--- src/deq_pkg.sv ---
// Shared types and codes for the double-ended queue.
package deq_pkg;

  localparam int unsigned DataW = 32;

  typedef enum logic [2:0] {
    ACT_PUSH_FRONT = 3'd0,
    ACT_PUSH_BACK  = 3'd1,
    ACT_POP_FRONT  = 3'd2,
    ACT_POP_BACK   = 3'd3,
    ACT_PRINT      = 3'd4
  } deq_action_e;

  typedef enum logic [2:0] {
    KIND_DONE    = 3'd0,
    KIND_ELEMENT = 3'd1,
    KIND_EMPTY   = 3'd2,
    KIND_FULL    = 3'd3,
    KIND_NOPOP   = 3'd4
  } deq_kind_e;

  typedef enum logic [1:0] {
    ST_IDLE,
    ST_EXEC,
    ST_LIST
  } deq_state_e;

endpackage

--- src/double_ended_queue_top.sv ---
// Double-ended queue of signed 32-bit values held in a ring store.
//
// Commands: a beat is taken on a rising edge with start_i high and busy_o
// low; action_i selects push front, push back, pop front, pop back or print,
// value_i is the value pushed. Codes 5 to 7 do nothing and give no result.
// Results: each result beat is on kind_o, element_o and last_o for one
// cycle with strobe_o high; last_o marks the final beat of a command.
// Timing: push and pop each give one status beat, set while the command
// executes and shown from the result registers. Print of N elements
// reads one entry per cycle from the store's single read port, so beats
// follow on consecutive cycles and the block stays busy until the last
// entry is read; an empty print gives one empty-marker beat.
// A push on a full store is refused with a full beat; a pop on an empty
// store gives an ignored beat.
// Reset empties the queue and clears both indices; store contents are
// not cleared. The receiver cannot stall result beats.
module double_ended_queue_top #(
  parameter int unsigned DEPTH = 64
) (
  input  logic                             clk_i,
  input  logic                             rst_ni,
  input  logic                             start_i,
  output logic                             busy_o,
  input  logic [2:0]                       action_i,
  input  logic signed [deq_pkg::DataW-1:0] value_i,
  output logic                             strobe_o,
  output logic [2:0]                       kind_o,
  output logic signed [deq_pkg::DataW-1:0] element_o,
  output logic                             last_o
);
  import deq_pkg::*;

  localparam int unsigned IdxW = $clog2(DEPTH);

  logic                    wr_en, rd_en;
  logic [IdxW-1:0]         wr_addr, rd_addr;
  logic signed [DataW-1:0] wr_data, rd_data;

  deq_ctrl #(
    .DEPTH(DEPTH)
  ) u_ctrl (
    .clk_i     (clk_i),
    .rst_ni    (rst_ni),
    .start_i   (start_i),
    .action_i  (action_i),
    .value_i   (value_i),
    .busy_o    (busy_o),
    .wr_en_o   (wr_en),
    .wr_addr_o (wr_addr),
    .wr_data_o (wr_data),
    .rd_en_o   (rd_en),
    .rd_addr_o (rd_addr),
    .rd_data_i (rd_data),
    .strobe_o  (strobe_o),
    .kind_o    (kind_o),
    .element_o (element_o),
    .last_o    (last_o)
  );

  deq_store #(
    .DEPTH(DEPTH)
  ) u_store (
    .clk_i     (clk_i),
    .wr_en_i   (wr_en),
    .wr_addr_i (wr_addr),
    .wr_data_i (wr_data),
    .rd_en_i   (rd_en),
    .rd_addr_i (rd_addr),
    .rd_data_o (rd_data)
  );

endmodule

--- src/deq_store.sv ---
// Ring store: one write port, one registered read port.
module deq_store #(
  parameter int unsigned DEPTH = 64,
  parameter int unsigned IdxW  = $clog2(DEPTH)
) (
  input  logic                            clk_i,
  input  logic                            wr_en_i,
  input  logic [IdxW-1:0]                 wr_addr_i,
  input  logic signed [deq_pkg::DataW-1:0] wr_data_i,
  input  logic                            rd_en_i,
  input  logic [IdxW-1:0]                 rd_addr_i,
  output logic signed [deq_pkg::DataW-1:0] rd_data_o
);
  import deq_pkg::*;

  logic signed [DataW-1:0] mem [DEPTH];
  logic signed [DataW-1:0] rd_data_q;

  always_ff @(posedge clk_i) begin
    if (wr_en_i) begin
      mem[wr_addr_i] <= wr_data_i;
    end
    if (rd_en_i) begin
      rd_data_q <= mem[rd_addr_i];
    end
  end

  assign rd_data_o = rd_data_q;

endmodule

--- src/deq_ctrl.sv ---
// Sequencer, index registers, shared ring step unit and result registers.
module deq_ctrl #(
  parameter int unsigned DEPTH = 64,
  parameter int unsigned IdxW  = $clog2(DEPTH),
  parameter int unsigned CntW  = $clog2(DEPTH + 1)
) (
  input  logic                             clk_i,
  input  logic                             rst_ni,
  input  logic                             start_i,
  input  logic [2:0]                       action_i,
  input  logic signed [deq_pkg::DataW-1:0] value_i,
  output logic                             busy_o,
  output logic                             wr_en_o,
  output logic [IdxW-1:0]                  wr_addr_o,
  output logic signed [deq_pkg::DataW-1:0] wr_data_o,
  output logic                             rd_en_o,
  output logic [IdxW-1:0]                  rd_addr_o,
  input  logic signed [deq_pkg::DataW-1:0] rd_data_i,
  output logic                             strobe_o,
  output logic [2:0]                       kind_o,
  output logic signed [deq_pkg::DataW-1:0] element_o,
  output logic                             last_o
);
  import deq_pkg::*;

  localparam logic [IdxW-1:0] IdxMax = IdxW'(DEPTH - 1);
  localparam logic [CntW-1:0] CntFull = CntW'(DEPTH);

  deq_state_e state_q, state_d;
  deq_action_e act;
  logic [2:0] act_q;
  logic signed [DataW-1:0] val_q;
  logic [IdxW-1:0] front_q, front_d, back_q, back_d, ptr_q, ptr_d;
  logic [CntW-1:0] occ_q, occ_d, left_q, left_d;
  logic strobe_q, strobe_d, last_q, last_d, sel_q, sel_d;
  deq_kind_e kind_q, kind_d;
  logic full, empty;

  // shared ring step unit
  logic [IdxW-1:0] step_op, step_res;
  logic step_dec;

  assign act   = deq_action_e'(act_q);
  assign full  = (occ_q == CntFull);
  assign empty = (occ_q == '0);

  always_comb begin
    step_op  = ptr_q;
    step_dec = 1'b0;
    if (state_q == ST_EXEC) begin
      unique case (act)
        ACT_PUSH_FRONT: begin step_op = front_q; step_dec = 1'b1; end
        ACT_PUSH_BACK:  begin step_op = back_q;  step_dec = 1'b0; end
        ACT_POP_FRONT:  begin step_op = front_q; step_dec = 1'b0; end
        ACT_POP_BACK:   begin step_op = back_q;  step_dec = 1'b1; end
        default:        begin step_op = front_q; step_dec = 1'b0; end
      endcase
    end
  end

  always_comb begin
    if (step_dec) begin
      step_res = (step_op == '0) ? IdxMax : step_op - IdxW'(1);
    end else begin
      step_res = (step_op == IdxMax) ? '0 : step_op + IdxW'(1);
    end
  end

  // next state
  always_comb begin
    state_d = state_q;
    unique case (state_q)
      ST_IDLE: if (start_i) state_d = ST_EXEC;
      ST_EXEC: state_d = (act == ACT_PRINT && !empty) ? ST_LIST : ST_IDLE;
      ST_LIST: if (left_q == CntW'(1)) state_d = ST_IDLE;
      default: state_d = ST_IDLE;
    endcase
  end

  // datapath and results
  always_comb begin
    front_d  = front_q;
    back_d   = back_q;
    occ_d    = occ_q;
    ptr_d    = ptr_q;
    left_d   = left_q;
    strobe_d = 1'b0;
    kind_d   = KIND_DONE;
    last_d   = 1'b1;
    sel_d    = 1'b0;
    wr_en_o  = 1'b0;
    wr_addr_o = back_q;
    rd_en_o  = 1'b0;
    busy_o   = (state_q != ST_IDLE);
    unique case (state_q)
      ST_IDLE: ;
      ST_EXEC: begin
        unique case (act)
          ACT_PUSH_FRONT, ACT_PUSH_BACK: begin
            strobe_d = 1'b1;
            if (full) begin
              kind_d = KIND_FULL;
            end else begin
              wr_en_o = 1'b1;
              occ_d   = occ_q + CntW'(1);
              if (act == ACT_PUSH_FRONT) begin
                wr_addr_o = step_res;
                front_d   = step_res;
              end else begin
                back_d = step_res;
              end
            end
          end
          ACT_POP_FRONT, ACT_POP_BACK: begin
            strobe_d = 1'b1;
            if (empty) begin
              kind_d = KIND_NOPOP;
            end else begin
              occ_d = occ_q - CntW'(1);
              if (act == ACT_POP_FRONT) front_d = step_res;
              else back_d = step_res;
            end
          end
          ACT_PRINT: begin
            if (empty) begin
              strobe_d = 1'b1;
              kind_d   = KIND_EMPTY;
            end
            ptr_d  = front_q;
            left_d = occ_q;
          end
          default: ;
        endcase
      end
      ST_LIST: begin
        rd_en_o  = 1'b1;
        ptr_d    = step_res;
        left_d   = left_q - CntW'(1);
        strobe_d = 1'b1;
        kind_d   = KIND_ELEMENT;
        sel_d    = 1'b1;
        last_d   = (left_q == CntW'(1));
      end
      default: ;
    endcase
  end

  assign wr_data_o = val_q;
  assign rd_addr_o = ptr_q;

  always_ff @(posedge clk_i or negedge rst_ni) begin
    if (!rst_ni) begin
      state_q  <= ST_IDLE;
      front_q  <= '0;
      back_q   <= '0;
      occ_q    <= '0;
      left_q   <= '0;
      strobe_q <= 1'b0;
      sel_q    <= 1'b0;
    end else begin
      state_q  <= state_d;
      front_q  <= front_d;
      back_q   <= back_d;
      occ_q    <= occ_d;
      left_q   <= left_d;
      strobe_q <= strobe_d;
      sel_q    <= sel_d;
    end
  end

  always_ff @(posedge clk_i) begin
    if (state_q == ST_IDLE && start_i) begin
      act_q <= action_i;
      val_q <= value_i;
    end
    ptr_q  <= ptr_d;
    kind_q <= kind_d;
    last_q <= last_d;
  end

  assign strobe_o  = strobe_q;
  assign kind_o    = kind_q;
  assign last_o    = last_q;
  assign element_o = sel_q ? rd_data_i : '0;

endmodule
--- config.mk ---
export PLATFORM = sky130hd
export DESIGN_NAME = double_ended_queue_top
export DESIGN_NICKNAME = d
export VERILOG_FILES = /design/src/deq_pkg.sv /design/src/double_ended_queue_top.sv /design/src/deq_store.sv /design/src/deq_ctrl.sv
export SDC_FILE = /design/constraint.sdc
export NUM_CORES = 2
export LEC_CHECK = 0
export ABC_AREA = 0
export BUFFER_PORTS_ARGS = -buffer_cell sky130_fd_sc_hd__buf_2
export CORE_UTILIZATION = 40
export CTS_CLUSTER_SIZE = 14
export DETAILED_ROUTE_END_ITERATION = 10
export GPL_ROUTABILITY_DRIVEN = 0
export PLACE_DENSITY_LB_ADDON = 0.15
export SLEW_MARGIN = 30
export SYNTH_ARGS = -nofsm -noshare
export SYNTH_HDL_FRONTEND = slang
export SYNTH_HIERARCHICAL = 1
export SYNTH_SLANG_ARGS = --single-unit
--- constraint.sdc ---
create_clock -name clk_i -period 6.8 [get_ports clk_i]
set_clock_uncertainty 0.15 [all_clocks]
set_input_delay 1.36 -clock clk_i [delete_from_list [all_inputs] [get_ports clk_i]]
set_output_delay 1.36 -clock clk_i [all_outputs]
set_load 0.05 [all_outputs]
==> impl_metrics.py <==
metrics = {
    "timing": {
        "final.setup.tns_ps": 0,
        "fin_crit_ps": 5830,
        "hold_violations": 0,
        "maxSlewHeadroom_pct": 27.2,
        "slew_viol_final": 0,
        "finalSetupViolCount": 0,
        "worst_slew_pin_slew_ps": 1090,
        "worst_hold_slack_ps": 384,
        "fmax_ghz": 0.172,
        "post-route-period-util_pct": 85.7,
        "rsz0062_at_grt": "false",
    },
    "worst_setup_path": {
        "critPathCaptureType": "register",
        "critPathLaunchType": "register",
        "cp-startpoint": "u_ctrl/state_q[1]$_DFFE_PN0P_",
        "cp.arrival_ps": 6200,
        "crit_fanout": 24,
        "rrSetupSlack_ps": 970,
        "crit_path_cell_trace": "inv_1 > ha_1 > nand2b_1 > o211a_4 > inv_2 > ha_1 > o21a_1 > o211ai_1 > nor4_4 > nand3b_1 > o21a_1 > a21oi_1 > nor2b_1 > nand2_1 > nor2_4 > buf_4",
        "r2r-start": "u_ctrl/state_q[1]$_DFFE_PN0P_",
        "slowest_delay_ps": 800,
        "crit_family": "simple AND/OR/NAND/NOR gates",
        "critPathKind": "reg2reg",
        "crit_buf_inv": 3,
        "reg2regPathDepth": 16,
        "r2r_end": "u_store/mem[18][15]$_DFFE_PP_",
        "required_ps": 7170,
        "cpMaxStageDelayCell": "nor2_4",
    },
    "routing": {
        "wl_um": 214000,
        "wl_per_cell_um": 31.3,
        "drc": 0,
        "vias_per_cell": 5.71,
        "drtIter0Drc": 4247,
        "ant_nets": 0,
        "first_pass_iters": 5,
        "vias": 38966,
    },
    "synthesis": {
        "async_reset_ff_share_pct": 1.39,
        "seq_area_frac_synth_pct": 78.0,
        "syn_inst": 3670,
        "ys.flop_type": "edfxtp_1",
        "synth_nets": 3721,
        "ys_ff_latch": 2155,
        "synth_edf_count": 2121,
        "yosys_warnings": 6,
        "avgSynthCellArea_um2": 22.5,
        "syn_area_um2": 82700,
        "synthDistinctLibCells": 68,
    },
    "global_route": {
        "grt_pass1_wl_um": 306000,
        "grt_use_total_pct": 20.6,
        "grt_pass1_vias": 39621,
        "grt_max_degree": 100,
        "antenna_found_initial": 6,
        "grt.overflow.total": 0,
    },
    "cts": {
        "cts_tree": "built",
        "worstSkewPairLatency_ps": 850,
        "cts_buffers": 217,
        "cts_sinks": 2155,
        "postCtsResizedCells": 0,
        "root_buffer": "clkbuf_16",
        "hold_buffers": 0,
        "clk_pin_slew_ps": 60,
        "ctsLongestPathBuffers": 3,
        "cts_setup_buffers": 0,
        "cts_max_level": 4,
    },
    "run": {
        "max-cap-violations": 0,
    },
    "cells_and_area": {
        "area_growth_pct": 14.6,
        "layout.cells.non_filler": 6824,
        "nNetsFinal": 3989,
        "fill_cells": 16812,
        "layout-drive-gt1-share_pct": 29.2,
        "final_cell_mix": "edfxtp_1, mux4_2, clkbuf_16, buf_4, nor2_1",
        "final_core_util_pct": 46.2,
        "seq_area_um2": 64500,
        "layout_commonest_cell": "edfxtp_1",
        "multiInputGateArea_um2": 17700,
        "final_area_um2": 94800,
    },
    "floorplanning": {
        "boundaryPins": 76,
        "die_h_um": 457,
        "initial_utilization_pct": 40.4,
        "core-area_um2": 205000,
        "num_rows": 166,
        "die_w_um": 457,
        "dieArea_um2": 209000,
    },
    "placement": {
        "dp_cells": 6405,
        "dpl_cell_area_um2": 87500,
        "numPortBuffers": 75,
        "dp_hpwl_um": 122000,
    },
    "worst_hold_path": {
        "worstHoldEndpoint": "u_ctrl/occ_q[4]$_DFFE_PN0P_",
        "hold_depth": 2,
        "hold_class": "reg2reg",
        "hold_start": "u_ctrl/occ_q[4]$_DFFE_PN0P_",
    },
    "power": {
        "ir_drop_mv": 0.234,
        "power_density_nw_per_um2": 279,
        "cellLeakagePower_nw": 29.7,
    },
    "outcome": {
        "outcome": "complete, no violations",
    },
}
-- final cells by class --
type | count | share of cell area [%]
multi-input combinational | 1304 | 18.6
sequential | 2155 | 68.1
inverter | 14 | 0.0554
timing repair buffer | 246 | 2.04
tap | 2688 | 3.55
clock inverter | 150 | 1.64
antenna | 5 | 0.0132
clock buffer | 262 | 5.99
-- worst max path at each step --
| stage | cells after the start | slack [ps] | end |
|---|---|---|---|
| after CTS | 15 | 930 | u_store/mem[54][13]$_DFFE_PP_ |
| after detailed placement | 16 | 940 | u_store/mem[18][25]$_DFFE_PP_ |
| after global placement | 14 | 990 | u_store/mem[16][21]$_DFFE_PP_ |
| final | 16 | 970 | u_store/mem[18][15]$_DFFE_PP_ |
| after global routing | 15 | 600 | u_store/mem[18][9]$_DFFE_PP_ |
| after floorplan | 17 | 1090 | u_store/mem[48][0]$_DFFE_PP_ |
-- through the flow --
step / total power, mW / setup WS [ps]
2_1_floorplan: 14.6 / 1090
3_3_place_gp: 14.7 / 987
3_5_place_dp: 14.7 / 939
4_1_cts: 26.7 / 931
5_1_grt: 27.2 / 596
6_report: 26.4 / 971
-- synth_stat cells, drive strengths merged (28+ instances only) --
master	instances	area, um^2
and2	36	228
edfxtp	2121	63700
clkbuf	89	334
o22ai	89	557
dfrtp	30	751
mux2i	94	941
mux4	544	12300
o221ai	28	251
nor2	158	593
nand2	51	191
a21oi	92	468
buf	108	628
-- routing by layer --
metal / vias to the layer above / global-route usage (%) / wire length [um]
met4: 0 / 4.53 / 3680
met3: 225 / 3.01 / 11400
met2: 1165 / 32.8 / 103000
met5: - / 0 / 0
met1: 21454 / 30.1 / 95200
li1: 16122 / - / -
-- sequential cells by signal, indices dropped and copies added, names as in the netlist --
signal             count
u_ctrl/occ_q           7
u_ctrl/last_o          1
u_ctrl/strobe_o        1
u_store/mem         2048
u_ctrl/back_q          6
u_ctrl/left_q          7
u_ctrl/state_q         2
u_ctrl/wr_data_o      32
u_ctrl/kind_o          3
u_ctrl/rd_addr_o       6
u_ctrl/act             3
u_ctrl/sel_q           1
u_store/rd_data_o     32
u_ctrl/front_q         6
-- worst min-delay path, stage by stage, from the launching register on --
cell and delay [ps]:
dfrtp_1 390, nand2_1 70, nand2_1 50
-- logic make-up (layout without fill, tap and decap cells) --
logic type,Yosys count,in the layout,share of synthesized area (%)
AND/OR/NAND/NOR,344,344,2.04
adder cells (fa/ha/maj),13,13,0.206
AO/OA/AOI/OAI,285,285,2.28
XOR/XNOR,10,10,0.106
flip-flops,2155,2155,78.0
other,0,5,0
multiplexers,652,652,16.1
buffers and inverters,211,672,1.23
-- where the power goes --
group	switching [mW]	leakage, nW	internal (mW)
combinational	0.00681	6.67	0.00739
clock	5.13	3.52	6.93
sequential	0	19.5	14.4
total	5.13	29.7	21.3
No activity file was read; power rests on OpenSTA's default activity.
